**config.mk**
```make
export PLATFORM = sky130hd
export DESIGN_NAME = strip_cluster_accumulator
export DESIGN_NICKNAME = d
export VERILOG_FILES = /design/src/hw/rtl/scc_pkg.sv /design/src/hw/rtl/scc_divider.sv /design/src/hw/rtl/strip_cluster_accumulator.sv
export SDC_FILE = /design/constraint.sdc
export NUM_CORES = 2
export LEC_CHECK = 0
export BUFFER_PORTS_ARGS = -buffer_cell sky130_fd_sc_hd__buf_4
export CELL_PAD_IN_SITES_DETAIL_PLACEMENT = 0
export CELL_PAD_IN_SITES_GLOBAL_PLACEMENT = 1
export CORE_MARGIN = 3
export CORE_UTILIZATION = 32
export DETAILED_ROUTE_END_ITERATION = 10
export GPL_TIMING_DRIVEN = 0
export PLACE_DENSITY = 0.57
export SYNTH_ARGS = -nofsm -noshare
export SYNTH_HDL_FRONTEND = slang
export SYNTH_SLANG_ARGS = --single-unit
```
**constraint.sdc**
```tcl
create_clock -name clock -period 28.9 [get_ports clock]
set_input_delay 7.225 -clock clock [delete_from_list [all_inputs] [get_ports clock]]
set_output_delay 7.225 -clock clock [all_outputs]
set_load 0.02 [all_outputs]
```
**src/hw/rtl/scc_pkg.sv**
```systemverilog
// shared types and constants for the strip cluster accumulator
package scc_pkg;

   localparam int NUM_STRIPS  = 768;
   localparam int MAX_CLUSTER = 64;

   localparam int STRIP_W  = 10;
   localparam int SIGNAL_W = 10;
   localparam int SIGMA_W  = 16;
   localparam int WEIGHT_W = 16;
   localparam int SUM_W    = 20;
   localparam int NOISE_W  = 24;
   localparam int COUNT_W  = 7;
   localparam int MEAN_W   = 18;
   localparam int LOW_W    = 11;

   localparam int MUL_A_W = 20;
   localparam int MUL_B_W = 18;
   localparam int MUL_P_W = MUL_A_W + MUL_B_W;
   localparam int ACC_W   = MUL_P_W + 1;
   localparam int DIV_STEPS = MEAN_W;
   localparam int DIV_CNT_W = $clog2(DIV_STEPS);

   localparam logic [WEIGHT_W-1:0] ONE_Q15   = 16'h8000;
   localparam logic [SUM_W-1:0]    SIG_MAX   = '1;
   localparam logic [NOISE_W-1:0]  NOISE_MAX = '1;
   localparam logic [MEAN_W-1:0]   MEAN_MAX  = '1;
   localparam logic [LOW_W-1:0]    LOW_EMPTY = LOW_W'(NUM_STRIPS + 1);
   localparam logic [COUNT_W-1:0]  COUNT_MAX = COUNT_W'(MAX_CLUSTER);

   typedef struct packed {
      logic                start_cluster;
      logic [STRIP_W-1:0]  strip_number;
      logic [SIGNAL_W-1:0] strip_signal;
      logic [SIGMA_W-1:0]  strip_sigma;
      logic [WEIGHT_W-1:0] share_weight;
   } req_type;

   typedef struct packed {
      logic [SUM_W-1:0]    total_signal;
      logic [NOISE_W-1:0]  total_noise;
      logic [STRIP_W-1:0]  first_strip;
      logic [SIGNAL_W-1:0] first_signal;
      logic [SIGNAL_W-1:0] last_signal;
      logic [COUNT_W-1:0]  strip_count;
      logic [MEAN_W-1:0]   centroid;
      logic                zero_total;
   } rsp_type;

   typedef struct packed {
      logic               start;
      logic [ACC_W-1:0]   dividend;
      logic [SUM_W-1:0]   divisor;
   } div_req_type;

endpackage

```
**src/hw/rtl/scc_divider.sv**
```systemverilog
// iterative restoring divider for the centroid, one quotient bit per cycle, clamped
module scc_divider (
   input  logic                          clock,
   input  logic                          reset,
   input  scc_pkg::div_req_type          div_req,
   output logic                          done,
   output logic [scc_pkg::MEAN_W-1:0]    quotient
);

   typedef enum logic [2:0] {
      DIV_IDLE  = 3'b001,
      DIV_CHECK = 3'b010,
      DIV_RUN   = 3'b100
   } div_state_type;

   localparam int HI_W = scc_pkg::ACC_W - scc_pkg::MEAN_W;

   div_state_type                   state_ff;
   logic                            done_ff;
   logic [scc_pkg::MEAN_W-1:0]      quot_ff;
   logic [HI_W-1:0]                 hi_ff;
   logic [scc_pkg::MEAN_W-1:0]      low_ff;
   logic [scc_pkg::SUM_W-1:0]       divisor_ff;
   logic [scc_pkg::SUM_W-1:0]       rem_ff;
   logic [scc_pkg::DIV_CNT_W-1:0]   count_ff;

   logic [scc_pkg::SUM_W:0]         trial;
   logic                            qbit;
   logic [scc_pkg::SUM_W:0]         trial_diff;

   always_comb begin
      trial      = {rem_ff, low_ff[scc_pkg::MEAN_W-1]};
      qbit       = trial >= {1'b0, divisor_ff};
      trial_diff = trial - {1'b0, divisor_ff};
   end

   always_ff @(posedge clock) begin
      if (reset) begin
         state_ff <= DIV_IDLE;
         done_ff  <= 1'b0;
         count_ff <= '0;
      end else begin
         done_ff <= 1'b0;
         case (state_ff)
            DIV_IDLE: begin
               if (div_req.start) begin
                  state_ff <= DIV_CHECK;
               end
            end
            DIV_CHECK: begin
               count_ff <= '0;
               if (hi_ff >= HI_W'(divisor_ff)) begin
                  done_ff  <= 1'b1;
                  state_ff <= DIV_IDLE;
               end else begin
                  state_ff <= DIV_RUN;
               end
            end
            DIV_RUN: begin
               count_ff <= count_ff + 1'b1;
               if (count_ff == scc_pkg::DIV_CNT_W'(scc_pkg::DIV_STEPS - 1)) begin
                  done_ff  <= 1'b1;
                  state_ff <= DIV_IDLE;
               end
            end
            default: begin
               state_ff <= DIV_IDLE;
            end
         endcase
      end
   end

   always_ff @(posedge clock) begin
      case (state_ff)
         DIV_IDLE: begin
            if (div_req.start) begin
               hi_ff      <= div_req.dividend[scc_pkg::ACC_W-1:scc_pkg::MEAN_W];
               low_ff     <= div_req.dividend[scc_pkg::MEAN_W-1:0];
               divisor_ff <= div_req.divisor;
            end
         end
         DIV_CHECK: begin
            rem_ff <= hi_ff[scc_pkg::SUM_W-1:0];
            if (hi_ff >= HI_W'(divisor_ff)) begin
               quot_ff <= scc_pkg::MEAN_MAX;
            end
         end
         DIV_RUN: begin
            low_ff <= {low_ff[scc_pkg::MEAN_W-2:0], qbit};
            rem_ff <= qbit ? trial_diff[scc_pkg::SUM_W-1:0] : trial[scc_pkg::SUM_W-1:0];
            if (count_ff == scc_pkg::DIV_CNT_W'(scc_pkg::DIV_STEPS - 1)) begin
               quot_ff <= {low_ff[scc_pkg::MEAN_W-2:0], qbit};
            end
         end
         default: begin
         end
      endcase
   end

   assign done     = done_ff;
   assign quotient = quot_ff;

endmodule

```
**src/hw/rtl/strip_cluster_accumulator.sv**
```systemverilog
// strip cluster accumulator top level: sequencer, shared multiplier and cluster state
//
// usage:
//   req_ channel takes one strip word (strip number, adc signal, sigma,
//   sharing weight, start flag). start_cluster clears the cluster first.
//   rsp_ channel returns one word per strip with the cluster after the update:
//   sums, lowest strip and its signal, right edge signal, count, centroid.
// sequence:
//   an accepted strip makes four passes through the shared 20x18 multiplier
//   (signal, noise, mean, position), then the divider start, the overflow
//   check, the 18 quotient bits in the restoring divider, the done handoff and
//   the output load that raises rsp_valid. a new strip is taken only after that
//   load. a zero signal total skips the divider; a clamped centroid ends after
//   the overflow check.
//   req_ready is high only while the sequencer is idle.
// reset:
//   synchronous active high reset empties the cluster (first strip reads as
//   NUM_STRIPS+1) and drops rsp_valid.
// stalls:
//   a finished word sits in the output register; the next strip is accepted
//   meanwhile, and the sequencer waits at its end until that register frees.
module strip_cluster_accumulator (
   input  logic             clock,
   input  logic             reset,
   input  logic             req_valid,
   output logic             req_ready,
   input  scc_pkg::req_type req_data,
   output logic             rsp_valid,
   input  logic             rsp_ready,
   output scc_pkg::rsp_type rsp_data
);

   typedef enum logic [7:0] {
      ST_IDLE      = 8'b0000_0001,
      ST_MUL_SIG   = 8'b0000_0010,
      ST_MUL_NOISE = 8'b0000_0100,
      ST_MUL_MEAN  = 8'b0000_1000,
      ST_MUL_POS   = 8'b0001_0000,
      ST_DIV_START = 8'b0010_0000,
      ST_DIV_WAIT  = 8'b0100_0000,
      ST_FINISH    = 8'b1000_0000
   } seq_state_type;

   seq_state_type                    state_ff;
   logic                             rsp_valid_ff;
   scc_pkg::rsp_type                 rsp_data_ff;

   logic [scc_pkg::SUM_W-1:0]        signal_sum_ff;
   logic [scc_pkg::NOISE_W-1:0]      noise_sum_ff;
   logic [scc_pkg::LOW_W-1:0]        low_strip_ff;
   logic [scc_pkg::SIGNAL_W-1:0]     low_signal_ff;
   logic [scc_pkg::SIGNAL_W-1:0]     edge_signal_ff;
   logic [scc_pkg::COUNT_W-1:0]      count_ff;
   logic [scc_pkg::MEAN_W-1:0]       mean_ff;
   logic                             zero_ff;

   scc_pkg::req_type                 in_ff;
   logic [scc_pkg::WEIGHT_W-1:0]     weight_ff;
   logic [scc_pkg::SIGNAL_W-1:0]     wsig_ff;
   logic [scc_pkg::SUM_W-1:0]        new_sum_ff;
   logic [scc_pkg::ACC_W-1:0]        acc_ff;

   logic [scc_pkg::MUL_A_W-1:0]      mul_a;
   logic [scc_pkg::MUL_B_W-1:0]      mul_b;
   logic [scc_pkg::MUL_P_W-1:0]      mul_prod;

   logic [scc_pkg::SUM_W:0]          sig_sum_wide;
   logic [scc_pkg::NOISE_W:0]        noise_sum_wide;
   logic [scc_pkg::LOW_W-1:0]        strip_ext;
   logic                             low_take;
   logic [scc_pkg::LOW_W-1:0]        low_new;
   logic [scc_pkg::LOW_W:0]          edge_limit;
   logic                             edge_take;

   logic                             req_fire;
   logic                             rsp_load;
   scc_pkg::div_req_type             div_req;
   logic                             div_done;
   logic [scc_pkg::MEAN_W-1:0]       div_quot;

   assign req_ready = (state_ff == ST_IDLE);
   assign req_fire  = req_valid && req_ready;
   assign rsp_load  = (state_ff == ST_FINISH) && (!rsp_valid_ff || rsp_ready);

   // shared multiplier operand select
   always_comb begin
      case (state_ff)
         ST_MUL_SIG: begin
            mul_a = scc_pkg::MUL_A_W'(in_ff.strip_signal);
            mul_b = scc_pkg::MUL_B_W'(weight_ff);
         end
         ST_MUL_NOISE: begin
            mul_a = scc_pkg::MUL_A_W'(in_ff.strip_sigma);
            mul_b = scc_pkg::MUL_B_W'(weight_ff);
         end
         ST_MUL_MEAN: begin
            mul_a = signal_sum_ff;
            mul_b = mean_ff;
         end
         ST_MUL_POS: begin
            mul_a = scc_pkg::MUL_A_W'(in_ff.strip_number);
            mul_b = scc_pkg::MUL_B_W'(wsig_ff);
         end
         default: begin
            mul_a = '0;
            mul_b = '0;
         end
      endcase
      mul_prod = scc_pkg::MUL_P_W'(mul_a) * scc_pkg::MUL_P_W'(mul_b);
   end

   always_comb begin
      sig_sum_wide   = {1'b0, signal_sum_ff} + (scc_pkg::SUM_W + 1)'(wsig_ff);
      noise_sum_wide = {1'b0, noise_sum_ff}
                       + (scc_pkg::NOISE_W + 1)'(mul_prod[30:15]);
      strip_ext      = scc_pkg::LOW_W'(in_ff.strip_number);
      low_take       = strip_ext < low_strip_ff;
      low_new        = low_take ? strip_ext : low_strip_ff;
      edge_limit     = {1'b0, low_new} + (scc_pkg::LOW_W + 1)'(count_ff);
      edge_take      = {1'b0, strip_ext} >= edge_limit;
   end

   always_comb begin
      div_req.start    = (state_ff == ST_DIV_START) && (signal_sum_ff != '0);
      div_req.dividend = acc_ff;
      div_req.divisor  = signal_sum_ff;
   end

   scc_divider u_divider (
      .clock    (clock),
      .reset    (reset),
      .div_req  (div_req),
      .done     (div_done),
      .quotient (div_quot)
   );

   // sequencer and cluster state
   always_ff @(posedge clock) begin
      if (reset) begin
         state_ff       <= ST_IDLE;
         rsp_valid_ff   <= 1'b0;
         signal_sum_ff  <= '0;
         noise_sum_ff   <= '0;
         low_strip_ff   <= scc_pkg::LOW_EMPTY;
         low_signal_ff  <= '0;
         edge_signal_ff <= '0;
         count_ff       <= '0;
         mean_ff        <= '0;
         zero_ff        <= 1'b0;
      end else begin
         rsp_valid_ff <= rsp_load || (rsp_valid_ff && !rsp_ready);
         case (state_ff)
            ST_IDLE: begin
               if (req_fire) begin
                  state_ff <= ST_MUL_SIG;
                  if (req_data.start_cluster) begin
                     signal_sum_ff  <= '0;
                     noise_sum_ff   <= '0;
                     low_strip_ff   <= scc_pkg::LOW_EMPTY;
                     low_signal_ff  <= '0;
                     edge_signal_ff <= '0;
                     count_ff       <= '0;
                     mean_ff        <= '0;
                  end
               end
            end
            ST_MUL_SIG: begin
               state_ff <= ST_MUL_NOISE;
            end
            ST_MUL_NOISE: begin
               noise_sum_ff <= noise_sum_wide[scc_pkg::NOISE_W]
                               ? scc_pkg::NOISE_MAX
                               : noise_sum_wide[scc_pkg::NOISE_W-1:0];
               state_ff     <= ST_MUL_MEAN;
            end
            ST_MUL_MEAN: begin
               state_ff <= ST_MUL_POS;
            end
            ST_MUL_POS: begin
               signal_sum_ff <= new_sum_ff;
               if (low_take) begin
                  low_strip_ff  <= strip_ext;
                  low_signal_ff <= wsig_ff;
               end
               if (edge_take) begin
                  edge_signal_ff <= wsig_ff;
               end
               if (count_ff < scc_pkg::COUNT_MAX) begin
                  count_ff <= count_ff + 1'b1;
               end
               state_ff <= ST_DIV_START;
            end
            ST_DIV_START: begin
               if (signal_sum_ff == '0) begin
                  zero_ff  <= 1'b1;
                  state_ff <= ST_FINISH;
               end else begin
                  zero_ff  <= 1'b0;
                  state_ff <= ST_DIV_WAIT;
               end
            end
            ST_DIV_WAIT: begin
               if (div_done) begin
                  mean_ff  <= div_quot;
                  state_ff <= ST_FINISH;
               end
            end
            ST_FINISH: begin
               if (rsp_load) begin
                  state_ff <= ST_IDLE;
               end
            end
            default: begin
               state_ff <= ST_IDLE;
            end
         endcase
      end
   end

   // working registers and output word
   always_ff @(posedge clock) begin
      if (req_fire) begin
         in_ff     <= req_data;
         weight_ff <= (req_data.share_weight > scc_pkg::ONE_Q15)
                      ? scc_pkg::ONE_Q15 : req_data.share_weight;
      end
      case (state_ff)
         ST_MUL_SIG: begin
            wsig_ff <= mul_prod[24:15];
         end
         ST_MUL_NOISE: begin
            new_sum_ff <= sig_sum_wide[scc_pkg::SUM_W]
                          ? scc_pkg::SIG_MAX : sig_sum_wide[scc_pkg::SUM_W-1:0];
         end
         ST_MUL_MEAN: begin
            acc_ff <= {1'b0, mul_prod};
         end
         ST_MUL_POS: begin
            acc_ff <= acc_ff + {1'b0, mul_prod[29:0], 8'b0};
         end
         default: begin
         end
      endcase
      if (rsp_load) begin
         rsp_data_ff.total_signal <= signal_sum_ff;
         rsp_data_ff.total_noise  <= noise_sum_ff;
         rsp_data_ff.first_strip  <= low_strip_ff[scc_pkg::STRIP_W-1:0];
         rsp_data_ff.first_signal <= low_signal_ff;
         rsp_data_ff.last_signal  <= edge_signal_ff;
         rsp_data_ff.strip_count  <= count_ff;
         rsp_data_ff.centroid     <= mean_ff;
         rsp_data_ff.zero_total   <= zero_ff;
      end
   end

   assign rsp_valid = rsp_valid_ff;
   assign rsp_data  = rsp_data_ff;

endmodule
```
Word-level counts from Yosys, hierarchy flattened:

Index checks and enable logic that the tools add are counted.

* output and inout port bits: 102
* register bits: 437

* equality and inequality tests: 22
* magnitude comparators: 6
* muxes and demuxes: 49
* reduce and logical (&&, ||, !) cells: 28
* add/subtract/negate cells: 7
* $mul: 1

Operators by type and width (count)
* $mux 18: 6
* $pmux 18 s2: 3
* $pmux 20 s2: 2
* $pmux 20 s4: 1
* $pmux 39 s2: 1
* $mux 24: 3
* $pmux 8 s8: 1
* $mux 20: 3
* $pmux 18 s3: 1
* $pmux 24 s2: 1
* $ge 21x20->1: 2
* $mux 10: 4
* $pmux 10 s2: 2
* $add 39x38->39: 1
* $mul 20x18->38: 1
* $mux 11: 3
* $mux 8: 4
* $add 24x16->25: 1
* $pmux 11 s2: 1
* $add 20x10->21: 1
* $mux 7: 3
* $logic_not 20->1: 1
* $reduce_bool 20->1: 1
* $sub 20x20->20: 1
* 35 further kinds: 65

Depth between registers and ports, before layout:

* depth after elaboration: 7
* depth in mapped cells: 44
* gate-level depth less buffers: 39

Modules after synthesis:

A second synthesis with hierarchy kept.

* cell total of the unflattened synthesis: 3365
* area total of the unflattened synthesis: 33168.1 µm²

Modules (own cells, without submodules)
* strip_cluster_accumulator: area each 27297.4 µm², sequential area each 8838.5 µm², cells an instance 2807, instances 1
* scc_divider: area each 5870.6 µm², sequential area each 3093.0 µm², cells an instance 558, instances 1

Worst setup path before layout:

No wires, ideal clock.

* kind: input to register
* start point: input rsp_ready
* end point: register rsp_data_ff (netlist bit rsp_data[0]) (enable)
* setup time: 0.571 ns
* stages: 2
* slack: 16.555 ns
* arrival: 11.774 ns
* required time: 28.329 ns
* path through: nand2b_1 nor2b_1

* word-level cells in the longest chain between the ends: 2

Ends and longest elaborated chain
* start: declaration: RTL line strip_cluster_accumulator.sv:29 `input logic rsp_ready,`
* $logic_or 1x1->1: RTL line strip_cluster_accumulator.sv:83 `assign rsp_load = (state_ff == ST_FINISH) && (!rsp_valid_ff || rsp_ready);`
* $logic_and 1x1->1: RTL line strip_cluster_accumulator.sv:83
* named net rsp_load: RTL line strip_cluster_accumulator.sv:76 `logic rsp_load;`
* end: declaration: RTL line strip_cluster_accumulator.sv:46 `scc_pkg::rsp_type rsp_data_ff;`

The timed path passes the listed nets, and every way through them passes these cells.
A chain may end at the register's enable or synchronous reset.

Worst setup path in the final report:

* start point: register state_ff[3]
* end point: register noise_sum_ff[12] (netlist name)

* word-level cells in the longest chain between the ends: 7
* elaborated cells between the ends (all ways): 17

Ends and longest elaborated chain
* start: declaration: RTL line strip_cluster_accumulator.sv:44 `seq_state_type state_ff;`
* start signal: assignment: RTL line strip_cluster_accumulator.sv:140 `state_ff <= ST_IDLE;`
* start signal: assignment: RTL line strip_cluster_accumulator.sv:155 `state_ff <= ST_MUL_SIG;`
* start signal: assignment: RTL line strip_cluster_accumulator.sv:168 `state_ff <= ST_MUL_NOISE;`
* $eq 8x3->1 or $eq 8x2->1 (tied branches): RTL line strip_cluster_accumulator.sv:87, strip_cluster_accumulator.sv:152
* $reduce_or 2->1 (no source line)
* $pmux 18 s3: RTL line strip_cluster_accumulator.sv:87 `case (state_ff)`
* $mul 20x18->38: RTL line strip_cluster_accumulator.sv:109 `mul_prod = scc_pkg::MUL_P_W'(mul_a) * scc_pkg::MUL_P_W'(mul_b);`
* $add 24x16->25: RTL line strip_cluster_accumulator.sv:115 `+ (scc_pkg::NOISE_W + 1)'(mul_prod[30:15]);`
* $mux 24: RTL line strip_cluster_accumulator.sv:172 `? scc_pkg::NOISE_MAX`
* $pmux 24 s2: RTL line strip_cluster_accumulator.sv:152 `case (state_ff)`
* end signal: assignment: RTL line strip_cluster_accumulator.sv:171 `noise_sum_ff <= noise_sum_wide[scc_pkg::NOISE_W]`
* end: declaration: RTL line strip_cluster_accumulator.sv:49 `logic [scc_pkg::NOISE_W-1:0] noise_sum_ff;`

Several ways; a longest one is shown, not always the timed one.

==> results.md <==
* Vias in the first global route at 24937
* Non-filler cells, final at 4908
* DP HPWL at 91900 um
* Boundary pin count at 159
* Worst Hold Class: reg2reg
* Post-Route WL at 114000 um
* WP data arrival at 13720 ps
* Clock transition at path regs at 60 ps
* Total power at 1.53 mW
* Peak supply drop at 0.0514 mV
* GRT met2 Usage at 34.9%
* Power Density at 40.6 nW/um^2
* Resize count post-CTS at 0
* Core region area at 100000 um^2
* Hold_ws at 432 ps
* Drt first pass iters at 5
* Post-Syn Area at 32600 um^2
* Total of max-cap violations at 0
* Die Width at 325 um
* Busiest grt layer: met2
* Inst Count DP at 4805
* Final hold violations at 0
* Tmin final at 13120 ps
* Slew Limit Fails at 0
* Critical path class: reg2reg
* Worst Setup End Kind: flop
* Syn_nets at 3863
* Post-place instance area at 35800 um^2
* Crit-path max FO at 29
* Crit path top cell by count: fa_1
* Peak Freq at 0.0762 GHz
* Avg Cell Area, Syn at 9.94 um^2
* Cell count after synthesis at 3276
* Crit start category: flop
* Pre-CTS setup slack at 15740 ps
* Final antenna-violating net count at 0
* Outcome: complete, no violations
* Chip height at 325 um
* Hold_buf cts at 0
* #FFs+latches synth at 437
* Synth unique cells at 77
* Ys Warns at 0
* RSZ-0062 raised after global routing: no
* Die area at 106000 um^2
* Worst-Margin Slew at 1430 ps
* H-tree levels at 2
* Area grow syn2layout at 15.5%
* Vias post-DR at 24444
* Slew HR at 4.06%
* Period utilization at 45.4%
* Max Clock Skew at 39.4 ps
* Mean routed wirelength per cell at 23.2 um
* CTS tree: built
* Tot GR Track Use at 21.6%
* Critical-path top delay cell: a311oi_1
* Share of cells above drive strength 1 at 10.3%
* IO Port Bufs at 156
* Cell row count at 116
* Leakage power at 16.1 nW
* Root Driver: clkbuf_16
* Clock Tree Buf Depth at 3
* Later-pin clock latency in the skew report at 660 ps
* GP Congestion at 0.932
* GR Overflow Total at 0
* Setup TNS at 0 ps
* Sequential share of the synthesized area at 36.7%
* CP required at 29500 ps
* Post-CTS setup buffer count at 0
* Count of final setup violators at 0
* Post-synth top flop: edfxtp_1
* Initial antenna violation count at 6
* Fin util at 37.4%
* Met3 usage at 4.16%
* Vias/cell at 4.98
* Setup slack after layout at 15780 ps
* Total Nets Final at 4091
* Largest net degree at the start of global routing at 42
* Initial drt markers at 1622
* Worst path max stage delay at 950 ps
* EDFF count, synth at 318
* Fin area at 37600 um^2
* Clk sinks at 437
* CTS Buf Count at 53
* Starting Density at 32.4%
* Met1 GRT Util at 29.5%
* Asr flop ratio synth at 0%
* DRC at 0
* First-pass GRT wire length at 169000 um
* Filler instances at 10283
==> worst max-delay path: cells and delay by family (launching register included) <==
kind / cells / cell delay (ps)
adders and majority gates: 8 / 3580
buffers and inverters: 6 / 2090
DFF: 1 / 380
AOI/OAI and AO/OA: 9 / 3430
xor gates and xnor gates: 1 / 900
and+or+nand+nor: 9 / 2630
==> state kept, by name, summed over array words and instances, names as in the netlist, 20 cells and up <==
signal / count
acc_ff: 39
in_ff: 36
new_sum_ff: 20
noise_sum_ff: 24
rsp_data: 100
signal_sum_ff: 20
u_divider.divisor_ff: 20
u_divider.hi_ff: 21
u_divider.rem_ff: 20
==> logic make-up after synthesis <==
logic type	after synthesis	synth area share, %
buffers and inverters	523	6.35
AND/OR/NAND/NOR	1104	15.1
flip-flops	437	36.7
XOR/XNOR	112	3.01
AO/OA/AOI/OAI	532	10.4
multiplexers	38	1.34
adder cells (fa/ha/maj)	530	27.1
==> area by class of cell <==
cell class                      count  area, um^2  area share (%)
Multi-Input combinational cell   2316       18700            49.6
Sequential cell                   437       11900            31.7
Tap cell                         1357        1700            4.51
Inverter                          393        1480            3.92
Clock buffer                       66        1460            3.87
Timing Repair Buffer              173        1420            3.77
Buffer                            130         592            1.57
Clock inverter                     34         365           0.971
Antenna cell                        2        5.00          0.0133
==> routing by layer <==
metal  wire, um  up-vias
met5          0        -
met4       3320        0
li1           -    11483
met1      50800    12119
met3       7090      148
met2      52600      694
==> cells in the mapped netlist (all sizes together), types with 7 or more instances <==
cell type / count / area, um^2
nand2: 498 / 1880
inv: 393 / 1480
edfxtp: 318 / 9550
fa: 293 / 5870
nor2: 284 / 1070
ha: 237 / 2970
a21oi: 158 / 795
o21ai: 122 / 611
dfxtp: 119 / 2380
nand3: 86 / 430
clkbuf: 72 / 272
xnor2: 69 / 604
buf: 58 / 320
a21o: 51 / 383
nand2b: 50 / 313
xor2: 43 / 377
nor2b: 30 / 188
and2: 29 / 181
nor3: 29 / 145
a22oi: 25 / 188
a22o: 24 / 210
mux2i: 23 / 230
and3: 21 / 131
a31oi: 20 / 125
a211oi: 19 / 143
o21a: 19 / 143
o21bai: 17 / 128
mux2: 15 / 206
nor4: 15 / 93.8
or3: 15 / 93.8
a221o: 10 / 100
a221oi: 10 / 87.6
nand3b: 10 / 75.1
nand4: 8 / 50.1
o211ai: 8 / 60.1
or2: 7 / 43.8
==> worst paths after layout <==
| path | startpoint | to | slack, ps | cells past startpoint |
|---|---|---|---|---|
| setup / recovery | state_ff[3] | noise_sum_ff[12] | 15780 | 33 |
| hold / removal | low_signal_ff[2] | rsp_data[38] | 430 | 0 |
| setup reg to reg | state_ff[3] | noise_sum_ff[12] | 15780 | 33 |
| hold reg to reg | low_signal_ff[2] | rsp_data[38] | 430 | 0 |
==> where the power goes <==
part           switching [mW]  internal, mW  total (mW)
Combinational          0.0900        0.0436       0.134
Sequential             0.0153         0.681       0.696
Clock                   0.292         0.406       0.698
==> layout by cell type, fill, tap and decap left out, types with 19 or more instances in the layout <==
| cell type | netlist | routed |
|---|---|---|
| a211oi_1 | 19 | 19 |
| a21o_1 | 51 | 51 |
| a21oi_1 | 157 | 157 |
| a22o_1 | 24 | 24 |
| a22oi_1 | 25 | 25 |
| a31oi_1 | 20 | 20 |
| and2_1 | 29 | 29 |
| and3_1 | 21 | 21 |
| buf_2 | 40 | 41 |
| buf_4 | 8 | 170 |
| clkbuf_1 | 71 | 77 |
| clkbuf_16 | 0 | 54 |
| dfxtp_1 | 119 | 119 |
| edfxtp_1 | 318 | 318 |
| fa_1 | 293 | 293 |
| ha_1 | 237 | 237 |
| inv_1 | 393 | 392 |
| mux2i_1 | 23 | 23 |
| nand2_1 | 494 | 493 |
| nand2b_1 | 50 | 50 |
| nand3_1 | 86 | 86 |
| nor2_1 | 283 | 282 |
| nor2b_1 | 30 | 29 |
| nor3_1 | 29 | 29 |
| o21a_1 | 19 | 19 |
| o21ai_0 | 118 | 118 |
| xnor2_1 | 69 | 63 |
| xor2_1 | 43 | 43 |
No activity file was read; power rests on OpenSTA's default activity.
